==> src/rtl/asef_pkg.sv <==
// Shared constants, command and status types for the ANSI SGR escape filter.
package asef_pkg;

    localparam int ESC_BUF_DEPTH_DEF = 32;

    localparam int CHAR_W  = 16;
    localparam int BUF_W   = 8;
    localparam int COLOR_W = 3;
    localparam int KIND_W  = 2;
    localparam int VAL_W   = 8;
    localparam int OUT_W   = CHAR_W + 2 * COLOR_W + 2;

    localparam logic [CHAR_W-1:0] CH_ESC  = 16'd27;
    localparam logic [CHAR_W-1:0] CH_BS   = 16'd8;
    localparam logic [CHAR_W-1:0] CH_BEL  = 16'd7;
    localparam logic [CHAR_W-1:0] CH_M    = 16'h006D;
    localparam logic [CHAR_W-1:0] CH_SEMI = 16'h003B;
    localparam logic [CHAR_W-1:0] CH_LBR  = 16'h005B;
    localparam logic [CHAR_W-1:0] CH_D0   = 16'h0030;
    localparam logic [CHAR_W-1:0] CH_D9   = 16'h0039;

    localparam logic [KIND_W-1:0] KIND_CHAR = 2'd0;
    localparam logic [KIND_W-1:0] KIND_BS   = 2'd1;
    localparam logic [KIND_W-1:0] KIND_BEL  = 2'd2;
    localparam logic [KIND_W-1:0] KIND_NONE = 2'd3;

    localparam logic [0:0] REG_DEFAULT_FORE = 1'b0;
    localparam logic [0:0] REG_DEFAULT_BACK = 1'b1;

    localparam logic [COLOR_W-1:0] FORE_RESET = 3'd0;
    localparam logic [COLOR_W-1:0] BACK_RESET = 3'd7;

    localparam logic [VAL_W-1:0] SGR_RESET     = 8'd0;
    localparam logic [VAL_W-1:0] SGR_BOLD      = 8'd1;
    localparam logic [VAL_W-1:0] SGR_UNDERLINE = 8'd4;
    localparam logic [VAL_W-1:0] SGR_FG_LO     = 8'd30;
    localparam logic [VAL_W-1:0] SGR_FG_HI     = 8'd37;
    localparam logic [VAL_W-1:0] SGR_BG_LO     = 8'd40;
    localparam logic [VAL_W-1:0] SGR_BG_HI     = 8'd47;
    localparam logic [VAL_W-1:0] VAL_MAX       = 8'd255;

    typedef struct packed {
        logic pend_ld;
        logic buf_wr;
        logic esc_open;
        logic esc_close;
        logic idx_clr;
        logic idx_inc;
        logic val_clr;
        logic par_step;
        logic out_rep;
        logic out_pend;
    } cmd_t;

    typedef struct packed {
        logic s_is_m;
        logic s_is_buf;
        logic s_is_esc;
        logic in_esc;
        logic cnt_zero;
        logic cnt_full;
        logic idx_last;
        logic idx_end;
        logic lbr_ok;
        logic pend_is_esc;
        logic out_free;
    } sts_t;

endpackage

==> src/rtl/asef_ctrl.sv <==
// Controller state machine: accepts items, sequences buffer replay and SGR field parsing.
module asef_ctrl (
    input  logic          clk,
    input  logic          rst_n,
    input  logic          s_tvalid,
    output logic          s_tready,
    input  asef_pkg::sts_t sts,
    output asef_pkg::cmd_t cmd
);
    import asef_pkg::*;

    typedef enum logic [7:0] {
        ST_IDLE     = 8'b0000_0001,
        ST_EMIT     = 8'b0000_0010,
        ST_REP_RD   = 8'b0000_0100,
        ST_REP_OUT  = 8'b0000_1000,
        ST_PAR_RD0  = 8'b0001_0000,
        ST_PAR_CHK  = 8'b0010_0000,
        ST_PAR_RD   = 8'b0100_0000,
        ST_PAR_STEP = 8'b1000_0000
    } state_t;

    state_t state_reg;
    state_t state_next;

    always_ff @(posedge clk or negedge rst_n)
    begin
        if (!rst_n)
        begin
            state_reg <= ST_IDLE;
        end
        else
        begin
            state_reg <= state_next;
        end
    end

    always_comb
    begin
        state_next = state_reg;
        cmd        = '0;
        s_tready   = 1'b0;
        case (state_reg)
            ST_IDLE:
            begin
                s_tready = 1'b1;
                if (s_tvalid)
                begin
                    cmd.pend_ld = 1'b1;
                    if (sts.in_esc && sts.s_is_m)
                    begin
                        cmd.esc_close = 1'b1;
                        if (!sts.cnt_zero)
                        begin
                            cmd.idx_clr = 1'b1;
                            state_next  = ST_PAR_RD0;
                        end
                    end
                    else if (sts.in_esc && sts.s_is_buf)
                    begin
                        cmd.buf_wr = !sts.cnt_full;
                    end
                    else
                    begin
                        cmd.esc_close = sts.in_esc;
                        if (sts.in_esc && !sts.cnt_zero)
                        begin
                            cmd.idx_clr = 1'b1;
                            state_next  = ST_REP_RD;
                        end
                        else if (sts.s_is_esc)
                        begin
                            cmd.esc_open = 1'b1;
                        end
                        else
                        begin
                            state_next = ST_EMIT;
                        end
                    end
                end
            end
            ST_EMIT:
            begin
                if (sts.out_free)
                begin
                    cmd.out_pend = 1'b1;
                    state_next   = ST_IDLE;
                end
            end
            ST_REP_RD:
            begin
                state_next = ST_REP_OUT;
            end
            ST_REP_OUT:
            begin
                if (sts.out_free)
                begin
                    cmd.out_rep = 1'b1;
                    cmd.idx_inc = 1'b1;
                    if (!sts.idx_last)
                    begin
                        state_next = ST_REP_RD;
                    end
                    else if (sts.pend_is_esc)
                    begin
                        cmd.esc_open = 1'b1;
                        state_next   = ST_IDLE;
                    end
                    else
                    begin
                        state_next = ST_EMIT;
                    end
                end
            end
            ST_PAR_RD0:
            begin
                state_next = ST_PAR_CHK;
            end
            ST_PAR_CHK:
            begin
                if (sts.lbr_ok)
                begin
                    cmd.idx_inc = 1'b1;
                    cmd.val_clr = 1'b1;
                    state_next  = ST_PAR_RD;
                end
                else
                begin
                    state_next = ST_IDLE;
                end
            end
            ST_PAR_RD:
            begin
                state_next = ST_PAR_STEP;
            end
            ST_PAR_STEP:
            begin
                cmd.par_step = 1'b1;
                if (sts.idx_end)
                begin
                    state_next = ST_IDLE;
                end
                else
                begin
                    cmd.idx_inc = 1'b1;
                    state_next  = ST_PAR_RD;
                end
            end
            default:
            begin
                state_next = ST_IDLE;
            end
        endcase
    end

endmodule

==> src/rtl/asef_dp.sv <==
// Datapath: escape buffer, SGR field accumulator, attribute and config registers, output register.
module asef_dp #(
    parameter int ESC_BUF_DEPTH = asef_pkg::ESC_BUF_DEPTH_DEF
) (
    input  logic                          clk,
    input  logic                          rst_n,
    input  asef_pkg::cmd_t                cmd,
    output asef_pkg::sts_t                sts,
    input  logic [asef_pkg::CHAR_W-1:0]   s_tdata,
    input  logic                          cfg_valid,
    input  logic [0:0]                    cfg_index,
    input  logic [asef_pkg::COLOR_W-1:0]  cfg_data,
    input  logic                          m_tready,
    output logic                          m_tvalid,
    output logic [asef_pkg::OUT_W-1:0]    m_tdata,
    output logic [asef_pkg::KIND_W-1:0]   m_tuser,
    output logic                          m_tlast
);
    import asef_pkg::*;

    localparam int AW = (ESC_BUF_DEPTH > 1) ? $clog2(ESC_BUF_DEPTH) : 1;
    localparam int CW = $clog2(ESC_BUF_DEPTH + 1);
    localparam logic [CW-1:0] DEPTH_C = CW'(ESC_BUF_DEPTH);
    localparam logic [CW-1:0] ONE_C   = CW'(1);

    logic [BUF_W-1:0]   esc_mem [ESC_BUF_DEPTH];
    logic [BUF_W-1:0]   rd_data_reg;
    logic               in_esc_reg;
    logic [CW-1:0]      cnt_reg;
    logic [CW-1:0]      idx_reg;
    logic [VAL_W-1:0]   val_reg;
    logic [VAL_W-1:0]   val_next;
    logic               stop_reg;
    logic [CHAR_W-1:0]  pend_reg;
    logic [COLOR_W-1:0] dfore_reg;
    logic [COLOR_W-1:0] dback_reg;
    logic [COLOR_W-1:0] fore_reg;
    logic [COLOR_W-1:0] fore_next;
    logic [COLOR_W-1:0] back_reg;
    logic [COLOR_W-1:0] back_next;
    logic               bold_reg;
    logic               bold_next;
    logic               ul_reg;
    logic               ul_next;
    logic               out_valid_reg;
    logic [OUT_W-1:0]   out_data_reg;
    logic [KIND_W-1:0]  out_kind_reg;
    logic               out_last_reg;

    logic [CHAR_W-1:0]  step_char;
    logic               step_semi;
    logic               step_digit;
    logic [11:0]        acc;
    logic [VAL_W-1:0]   fg_code;
    logic [VAL_W-1:0]   bg_code;
    logic [KIND_W-1:0]  pend_kind;
    logic [CHAR_W-1:0]  pend_char;
    logic               out_load;

    always_comb
    begin
        sts.s_is_m      = (s_tdata == CH_M);
        sts.s_is_buf    = (s_tdata >= CH_D0 && s_tdata <= CH_D9) || s_tdata == CH_SEMI
                          || s_tdata == CH_LBR;
        sts.s_is_esc    = (s_tdata == CH_ESC);
        sts.in_esc      = in_esc_reg;
        sts.cnt_zero    = (cnt_reg == '0);
        sts.cnt_full    = (cnt_reg == DEPTH_C);
        sts.idx_last    = (idx_reg == cnt_reg - ONE_C);
        sts.idx_end     = (idx_reg == cnt_reg);
        sts.lbr_ok      = ({{(CHAR_W-BUF_W){1'b0}}, rd_data_reg} == CH_LBR);
        sts.pend_is_esc = (pend_reg == CH_ESC);
        sts.out_free    = !out_valid_reg || m_tready;
    end

    // escape buffer, single write port and registered read
    always_ff @(posedge clk)
    begin
        if (cmd.buf_wr)
        begin
            esc_mem[cnt_reg[AW-1:0]] <= s_tdata[BUF_W-1:0];
        end
        rd_data_reg <= esc_mem[idx_reg[AW-1:0]];
    end

    always_ff @(posedge clk)
    begin
        if (cmd.pend_ld)
        begin
            pend_reg <= s_tdata;
        end
    end

    // field walk: last step is a virtual ';'
    always_comb
    begin
        step_char  = sts.idx_end ? CH_SEMI : {{(CHAR_W-BUF_W){1'b0}}, rd_data_reg};
        step_semi  = (step_char == CH_SEMI);
        step_digit = (step_char >= CH_D0) && (step_char <= CH_D9);
        acc        = {4'd0, val_reg} * 12'd10 + {8'd0, step_char[3:0]};
        val_next   = val_reg;
        if (cmd.val_clr)
        begin
            val_next = '0;
        end
        else if (cmd.par_step)
        begin
            if (step_semi)
            begin
                val_next = '0;
            end
            else if (step_digit && !stop_reg)
            begin
                val_next = (acc > {4'd0, VAL_MAX}) ? VAL_MAX : acc[VAL_W-1:0];
            end
        end
    end

    always_comb
    begin
        fg_code   = val_reg - SGR_FG_LO;
        bg_code   = val_reg - SGR_BG_LO;
        fore_next = fore_reg;
        back_next = back_reg;
        bold_next = bold_reg;
        ul_next   = ul_reg;
        if (cmd.par_step && step_semi)
        begin
            if (val_reg == SGR_RESET)
            begin
                fore_next = dfore_reg;
                back_next = dback_reg;
                bold_next = 1'b0;
                ul_next   = 1'b0;
            end
            else if (val_reg == SGR_BOLD)
            begin
                bold_next = 1'b1;
            end
            else if (val_reg == SGR_UNDERLINE)
            begin
                ul_next = 1'b1;
            end
            else if (val_reg >= SGR_FG_LO && val_reg <= SGR_FG_HI)
            begin
                fore_next = fg_code[COLOR_W-1:0];
            end
            else if (val_reg >= SGR_BG_LO && val_reg <= SGR_BG_HI)
            begin
                back_next = bg_code[COLOR_W-1:0];
            end
        end
    end

    always_comb
    begin
        if (pend_reg == CH_BS)
        begin
            pend_kind = KIND_BS;
            pend_char = '0;
        end
        else if (pend_reg == CH_BEL)
        begin
            pend_kind = KIND_BEL;
            pend_char = '0;
        end
        else
        begin
            pend_kind = KIND_CHAR;
            pend_char = pend_reg;
        end
    end

    assign out_load = cmd.out_rep || cmd.out_pend;

    always_ff @(posedge clk)
    begin
        if (cmd.out_rep)
        begin
            out_data_reg <= {ul_reg, bold_reg, back_reg, fore_reg,
                             {(CHAR_W-BUF_W){1'b0}}, rd_data_reg};
            out_kind_reg <= KIND_CHAR;
            out_last_reg <= sts.idx_last && sts.pend_is_esc;
        end
        else if (cmd.out_pend)
        begin
            out_data_reg <= {ul_reg, bold_reg, back_reg, fore_reg, pend_char};
            out_kind_reg <= pend_kind;
            out_last_reg <= 1'b1;
        end
    end

    always_ff @(posedge clk or negedge rst_n)
    begin
        if (!rst_n)
        begin
            in_esc_reg    <= 1'b0;
            cnt_reg       <= '0;
            idx_reg       <= '0;
            val_reg       <= '0;
            stop_reg      <= 1'b0;
            dfore_reg     <= FORE_RESET;
            dback_reg     <= BACK_RESET;
            fore_reg      <= FORE_RESET;
            back_reg      <= BACK_RESET;
            bold_reg      <= 1'b0;
            ul_reg        <= 1'b0;
            out_valid_reg <= 1'b0;
        end
        else
        begin
            if (cmd.esc_open)
            begin
                in_esc_reg <= 1'b1;
                cnt_reg    <= '0;
            end
            else
            begin
                if (cmd.esc_close)
                begin
                    in_esc_reg <= 1'b0;
                end
                if (cmd.buf_wr)
                begin
                    cnt_reg <= cnt_reg + ONE_C;
                end
            end

            if (cmd.idx_clr)
            begin
                idx_reg <= '0;
            end
            else if (cmd.idx_inc)
            begin
                idx_reg <= idx_reg + ONE_C;
            end

            val_reg <= val_next;
            if (cmd.val_clr || (cmd.par_step && step_semi))
            begin
                stop_reg <= 1'b0;
            end
            else if (cmd.par_step && !(step_digit && !stop_reg))
            begin
                stop_reg <= 1'b1;
            end

            if (cfg_valid && cfg_index == REG_DEFAULT_FORE)
            begin
                dfore_reg <= cfg_data;
            end
            if (cfg_valid && cfg_index == REG_DEFAULT_BACK)
            begin
                dback_reg <= cfg_data;
            end

            fore_reg <= fore_next;
            back_reg <= back_next;
            bold_reg <= bold_next;
            ul_reg   <= ul_next;

            if (out_load)
            begin
                out_valid_reg <= 1'b1;
            end
            else if (m_tready)
            begin
                out_valid_reg <= 1'b0;
            end
        end
    end

    assign m_tvalid = out_valid_reg;
    assign m_tdata  = out_data_reg;
    assign m_tuser  = out_kind_reg;
    assign m_tlast  = out_last_reg;

endmodule

==> src/rtl/ansi_sgr_escape_filter.sv <==
// Top level of the ANSI SGR escape filter: controller, datapath and port wiring.
// A plain char, backspace or bell is held in the pending register, then output from EMIT.
// Input is taken only in IDLE, not in EMIT; ESC, buffered chars and empty closes stay in IDLE.
// An abort replays the buffered chars via the buffer's registered read, a read and an output state
// per entry, output stalls adding on; a close checks for '[' and then walks the fields.
// Reset (rst_n, async, active low) clears control, defaults and attributes; buffer is undefined.
module ansi_sgr_escape_filter #(
    parameter int ESC_BUF_DEPTH = asef_pkg::ESC_BUF_DEPTH_DEF
) (
    input  logic                          clk,
    input  logic                          rst_n,
    input  logic                          s_tvalid,
    output logic                          s_tready,
    input  logic [asef_pkg::CHAR_W-1:0]   s_tdata,   // [15:0] char_code
    input  logic                          cfg_valid,
    output logic                          cfg_ready,
    input  logic [0:0]                    cfg_index,
    input  logic [asef_pkg::COLOR_W-1:0]  cfg_data,
    output logic                          m_tvalid,
    input  logic                          m_tready,
    // [15:0] out_char, [18:16] fore_color, [21:19] back_color, [22] bold, [23] underline
    output logic [asef_pkg::OUT_W-1:0]    m_tdata,
    output logic [asef_pkg::KIND_W-1:0]   m_tuser,   // [1:0] kind
    output logic                          m_tlast
);
    import asef_pkg::*;

    cmd_t cmd;
    sts_t sts;

    assign cfg_ready = 1'b1;

    asef_ctrl u_ctrl (
        .clk      (clk),
        .rst_n    (rst_n),
        .s_tvalid (s_tvalid),
        .s_tready (s_tready),
        .sts      (sts),
        .cmd      (cmd)
    );

    asef_dp #(
        .ESC_BUF_DEPTH (ESC_BUF_DEPTH)
    ) u_dp (
        .clk       (clk),
        .rst_n     (rst_n),
        .cmd       (cmd),
        .sts       (sts),
        .s_tdata   (s_tdata),
        .cfg_valid (cfg_valid),
        .cfg_index (cfg_index),
        .cfg_data  (cfg_data),
        .m_tready  (m_tready),
        .m_tvalid  (m_tvalid),
        .m_tdata   (m_tdata),
        .m_tuser   (m_tuser),
        .m_tlast   (m_tlast)
    );

    a_no_overwrite: assert property (@(posedge clk) disable iff (!rst_n)
        (cmd.out_rep || cmd.out_pend) |-> sts.out_free)
        else $error("result loaded while output register still held an item");

    a_no_overflow: assert property (@(posedge clk) disable iff (!rst_n)
        cmd.buf_wr |-> !sts.cnt_full)
        else $error("escape buffer written past its depth");

    a_ctrl_kind_last: assert property (@(posedge clk) disable iff (!rst_n)
        (m_tvalid && (m_tuser == KIND_BS || m_tuser == KIND_BEL)) |-> m_tlast)
        else $error("backspace or bell result not marked last");

    a_kind_legal: assert property (@(posedge clk) disable iff (!rst_n)
        m_tvalid |-> (m_tuser != KIND_NONE))
        else $error("undefined result kind");

endmodule

==> config.mk <==
export PLATFORM = sky130hd
export DESIGN_NAME = ansi_sgr_escape_filter
export DESIGN_NICKNAME = d
export VERILOG_FILES = /design/src/rtl/asef_pkg.sv /design/src/rtl/asef_ctrl.sv /design/src/rtl/asef_dp.sv /design/src/rtl/ansi_sgr_escape_filter.sv
export SDC_FILE = /design/constraint.sdc
export NUM_CORES = 1
export LEC_CHECK = 0
export ABC_AREA = 1
export BUFFER_PORTS_ARGS = -buffer_cell sky130_fd_sc_hd__buf_2
export CAP_MARGIN = 20
export CORE_MARGIN = 3
export CORE_UTILIZATION = 30
export DETAILED_ROUTE_END_ITERATION = 6
export GPL_TIMING_DRIVEN = 0
export SKIP_LAST_GASP = 1
export SYNTH_ARGS = -nofsm -noshare
export SYNTH_HDL_FRONTEND = slang
export SYNTH_HIERARCHICAL = 1
export SYNTH_SLANG_ARGS = --single-unit
==> constraint.sdc <==
create_clock -name clk -period 4.19 [get_ports clk]
set_clock_uncertainty 0.05 [all_clocks]
set_input_delay 0.419 -clock clk [delete_from_list [all_inputs] [get_ports clk]]
set_output_delay 0.419 -clock clk [all_outputs]
set_load 0.01 [all_outputs]
==> run metrics, run 1 <==
status=completed; Routed WL=40700 um; die width=234 um; Port Buffers=53; Max VDD drop=0.291 mV; gr ovfl total=0; die area=0.0546 sq mm; Slew Viols, Final=0; Post-CTS Repair Setup Buffers=0; Setup Viol. Count Final=0; Slew @ Worst Pin=1.05 ns; # Max-Cap Violations=0; core area=0.0507 sq mm; Syn Area/Cell=10.8 sq um; Async SR Flop Fraction=12.8%; Distinct cells, synth=54; largest net degree at the start of global routing=46; gr busiest metal=met2; routing usage on met1=20.2%; setup TNS=0 ns; register area share after synthesis=65.4%; highest clock rate=260 MHz; # DRC=0; max FFs per register=256; initial drt markers=1073; placed wire-length estimate=28200 um; DR vias=11100; FP Rows=82; Post-synth EDFFs=289; Post-CTS Resized=0; initial antenna violation count=2; DR WL/cell=18.2 um; Clock Sinks=352; ys flop type=edfxtp_1; antenna-violating nets left=0; first-pass GRT wire length=61800 um; endpoint class of the critical path=flip-flop; most frequent cells in the layout=edfxtp_1 (289), nor2_1 (267), nand2_1 (189), o21ai_0 (154), inv_1 (103); Ports=55; root buffer cell=clkbuf_16; Initial Util=30.7%; Period Utilization, post-route=91.8%; post-layout min period=3.85 ns; Post-Syn Area=0.0156 sq mm; syn nets=1494; clk buf depth=3; Worst EP required=4.29 ns; critical path type=primary input to flip-flop; CTS clock-pin slew for the worst setup and hold paths=0.06 ns; RSZ-0062 raised after global routing=false; Post-Place Cells=2172; P_leak=6.62 nW; TritonCTS buffer count=37; peak fanout along the critical path=34; Worst setup SP type=primary input; non-filler cells in the finished layout=2243; vias in the first global route=10800; Worst slew margin=30.0%; fin nets=1589; GPL Wtd Cong=0.963; Synth warnings=6; Power, Total=8.15 mW; Fin. Hold Viols=0; met2 Use GR=23.7%; vias per cell=4.93; Yosys reg bits=352; share of cells above drive strength 1=12.9%; PwrDens=454 mW/mm^2; Die H=234 um; commonest non-fill, non-tap cell in the layout=edfxtp_1; all-layer global routing usage=14.8%; Post-CTS Hold Fix Bufs=0; Data arrival, critical path=3.95 ns; drt pass-1 iters=5; cells after synthesis=1446; met3 GRT Util=2.71%; CTS tree=done; htree depth=2; hold crit path type=primary input to flip-flop; clk_lat worst skew=0.54 ns; Area Overhead vs Synth=15.5%
==> logic make-up (layout without fill, tap and decap cells) <==
| group | Yosys count | after routing | share of synthesized area, % |
|---|---|---|---|
| and+or+nand+nor | 616 | 616 | 17.8 |
| DFF | 352 | 352 | 65.4 |
| AOI/OAI and AO/OA | 262 | 262 | 9.59 |
| buffers and inverters | 184 | 308 | 4.79 |
| adders and majority gates | 23 | 23 | 1.95 |
| xor gates and xnor gates | 8 | 8 | 0.450 |
| other | 1 | 2 | 0.0241 |
==> power by group <==
group          total, mW  internal, mW  leakage [nW]  switching, mW
Combinational      0.759         0.224          2.65          0.535
Sequential          4.02          3.96          3.35         0.0629
Clock               3.37          2.00         0.618           1.37
Total               8.15          6.18          6.62           1.97
==> metrics by stage <==
stage	setup WS (ns)	util, %	hold WS (ns)	instance area [sq um]
2_1_floorplan	1.14	-	0.0734	15600
5_1_grt	0.0790	35.4	0.0166	18000
3_5_place_dp	-0.222	32.9	0.400	16700
4_1_cts	0.368	35.4	0.00869	17900
3_3_place_gp	-0.467	32.9	0.392	16700
6_report	0.344	35.4	0.0308	18000
==> final cells by class <==
| cell class | count | area [sq um] |
|---|---|---|
| Tap cell | 672 | 841 |
| Timing Repair Buffer | 56 | 300 |
| Clock buffer | 46 | 1020 |
| Multi-Input combinational cell | 910 | 4640 |
| Sequential cell | 352 | 10200 |
| Antenna cell | 1 | 2.50 |
| Buffer | 59 | 269 |
| Clock inverter | 22 | 243 |
| Fill cell | 5036 | 32700 |
| Inverter | 125 | 477 |
==> final timing paths <==
path | startpoint | end | slack (ns) | cells past startpoint
max | s_tdata[1] | u_dp/esc_mem[31][1] | 0.34 | 12
min | s_tdata[11] | u_dp/pend_reg[11] | 0.03 | 1
max reg2reg | u_ctrl/state_reg[0] | u_dp/esc_mem[31][1] | 0.62 | 11
min reg2reg | u_dp/m_tdata[15] | u_dp/m_tdata[15] | 0.41 | 2
max in group asynchronous | rst_n | u_ctrl/state_reg[0] | 3.15 | 3
min in group asynchronous | rst_n | u_dp/m_tvalid | 0.35 | 2
==> critical path: stages <==
cell and delay (ns):
buf_2 0.59, inv_1 0.17, nor3_1 0.30, nand4_1 0.19, o32ai_1 0.25, nand2_2 0.14, nor4_2 0.22, buf_2 0.24
nand2_1 0.31, nor2_1 0.18, inv_1 0.10, nor2_1 0.80
==> synthesized netlist by cell type, types with 2 or more instances <==
library cell / instances / area (sq um)
edfxtp_1: 289 / 8680
nor2_1: 267 / 1000
nand2_1: 189 / 709
o21ai_0: 154 / 771
inv_1: 103 / 387
nand3_1: 55 / 275
nand4_1: 41 / 257
dfrtp_1: 38 / 951
o22ai_1: 38 / 238
clkbuf_1: 36 / 135
o211ai_1: 32 / 240
ha_1: 21 / 263
dfxtp_1: 18 / 360
inv_2: 17 / 63.8
nor3_1: 16 / 80.1
o21ai_1: 15 / 75.1
nand2_2: 12 / 75.1
buf_2: 11 / 55.1
a21oi_1: 10 / 50.1
nor2_4: 9 / 101
dfstp_2: 7 / 184
nand2_4: 7 / 78.8
buf_1: 5 / 18.8
buf_4: 5 / 37.5
xor2_1: 5 / 43.8
nor2_2: 4 / 25.0
a21oi_2: 3 / 26.3
clkinv_1: 3 / 11.3
nand3_4: 3 / 52.6
xnor2_1: 3 / 26.3
a31oi_1: 2 / 12.5
buf_6: 2 / 22.5
fa_1: 2 / 40.0
nor3_2: 2 / 20.0
nor4_1: 2 / 12.5
o31ai_1: 2 / 15.0
==> per-layer routing <==
metal  wire length, um  vias up  part of all wire (%)
li1                  -     5245                     -
met1             17800     5333                    44
met4              1050        2                   2.6
met2             18800      416                    46
met3              3050       69                   7.5
met5                20        -                 0.049
No activity file was read; power rests on OpenSTA's default activity.
==> run 2, diff against run 1 <==
CORE_ASPECT_RATIO = 0.75   (was not set)
clock period = 4.5 ns   (was 4.19 ns; I/O delays follow)
==> run 2 against run 1 <==
Utilization shrank 0.47 points. Register-to-register slack gained 0.18 ns. Die area is essentially flat. Clock power shrank 20%. Final area shrank 1.2%. Via count grew 2.7%. Flip-flop and latch count is the same. Critical endpoint is now u_dp/esc_mem[7][5]. Largest cell class unchanged. Largest power group unchanged.
==> run metrics, run 2 (synthesis results as in run 1) <==
endpoint class of the critical path=flip-flop; RSZ-0062 raised after global routing=false; WHS=0.0727 ns; die area=0.0547 sq mm; worst reg2reg path startpoint=u_ctrl/state_reg[0]; TritonCTS buffer count=34; Die H=203 um; post-layout min period=3.97 ns; Post-CTS Repair Setup Buffers=0; peak fanout along the critical path=34; first-pass GRT wire length=64100 um; all-layer global routing usage=15.3%; n_diodes=0; fin nets=1586; root buffer cell=clkbuf_16; reg2reg path depth=11; vias per cell=5.04; antenna-violating nets left=0; Worst setup SP type=primary input; Worst slew margin=33.6%; Area Overhead vs Synth=14.1%; Slew Viols, Final=0; status=completed; drt pass-1 iters=5; Routed WL=42000 um; critical path type=primary input to flip-flop; worst path bufs/invs=4; commonest non-fill, non-tap cell in the layout=edfxtp_1; clk_lat worst skew=0.53 ns; htree depth=2; initial drt markers=1122; CP startpoint=s_tdata[1]; DR vias=11400; DR WL/cell=18.6 um; fin area=0.0177 sq mm; Slew @ Worst Pin=0.992 ns; Clock Sinks=352; Port Buffers=53; Period Utilization, post-route=88.2%; Crit path largest cell delay=0.76 ns; initial antenna violation count=0; setup TNS=0 ns; cell family with most CP delay=simple AND/OR/NAND/NOR gates; slowest stage cell on the critical path=nor2_1; max FFs per register=256; CTS tree=done; Data arrival, critical path=4.06 ns; vias in the first global route=10700; hold crit path type=primary input to flip-flop; Ports=55; CP Cell Sequence=buf_2 > inv_1 > nor3_1 > nand4_1 > o32ai_1 > nand2_2 > nor4_2 > buf_2 > nand2_1 > nor2_1 > inv_1 > nor2_1; PwrDens=404 mW/mm^2; highest clock rate=252 MHz; die width=269 um; Placement Cell Area=0.0167 sq mm; clk buf depth=3; worst r2r dst=u_dp/esc_mem[7][5]; Worst EP required=4.60 ns; Post-CTS Resized=0; largest net degree at the start of global routing=46; Setup Viol. Count Final=0; Final Util=35.0%; r2r setup slk=0.80 ns; P_leak=6.50 nW; Fin. Hold Viols=0; GPL Wtd Cong=0.888; Critical Path Stages=12; Max VDD drop=0.255 mV; core area=0.0507 sq mm; share of cells above drive strength 1=12.0%; gr ovfl total=0; placed wire-length estimate=29100 um; end of the critical path=u_dp/esc_mem[7][5]; # Max-Cap Violations=0; # DRC=0; most frequent cells in the layout=edfxtp_1 (289), nor2_1 (267), nand2_1 (189), o21ai_0 (154), inv_1 (103); CTS clock-pin slew for the worst setup and hold paths=0.07 ns; FP Rows=71; Initial Util=30.7%
==> run 2: cell types whose count changed in the layout (fill, tap and decap cells not counted), moves of 2 or more <==
cell,previous run,this run
clkbuf_16,39,35
clkinv_2,7,3
clkbuf_8,2,0
bufinv_16,4,1
clkinv_1,8,16
clkinvlp_4,2,0
==> run 2: worst min path at each step <==
stage	endpoint	cells past startpoint	slack [ns]	start
after floorplan	u_ctrl/state_reg[1]	0	0.10	rst_n
after global placement	u_dp/m_tdata[8]	2	0.38	u_dp/m_tdata[8]
after detailed placement	u_dp/m_tdata[9]	2	0.39	u_dp/m_tdata[9]
after CTS	u_dp/pend_reg[10]	1	0.06	s_tdata[10]
after global routing	u_dp/pend_reg[12]	1	0.06	s_tdata[12]
final	u_dp/pend_reg[10]	1	0.07	s_tdata[10]
==> run 2: metal layers <==
metal | routed length [um] | GRT usage, % | up-vias
li1 | - | - | 5222
met1 | 19800 | 23.6 | 5617
met2 | 17200 | 21.6 | 477
met3 | 4370 | 4.08 | 52
met4 | 622 | 3.06 | 0
met5 | 0 | 0 | -
==> run 2: through the flow <==
step | power [mW] | std cells | setup WS [ns]
2_1_floorplan | 4.22 | 1446 | 1.42
3_3_place_gp | 4.51 | 2192 | -0.248
3_5_place_dp | 4.52 | 2193 | 0.0576
4_1_cts | 7.22 | 2253 | 0.600
5_1_grt | 7.47 | 2255 | 0.289
6_report | 7.17 | 2255 | 0.532
==> run 2: where the power goes <==
group | internal, mW | total (mW) | leakage, nW | switching, mW
Combinational | 0.208 | 0.721 | 2.65 | 0.513
Clock | 1.48 | 2.71 | 0.500 | 1.23
Sequential | 3.68 | 3.74 | 3.35 | 0.0555
Total | 5.37 | 7.17 | 6.50 | 1.80
==> run 2: final cells by class <==
class | instances | area (sq um)
inverter | 125 | 477
timing repair buffer | 56 | 300
sequential | 352 | 10200
clock inverter | 21 | 129
tap | 693 | 867
clock buffer | 39 | 891
buffer | 59 | 269
multi-input combinational | 910 | 4640
fill | 5043 | 33000
==> run 2: timing repair <==
action | in CTS | in global routing
hold buffers | 0 | 1
hold endpoints to repair | 0 | 9
endpoints found under the setup margin | 0 | 0
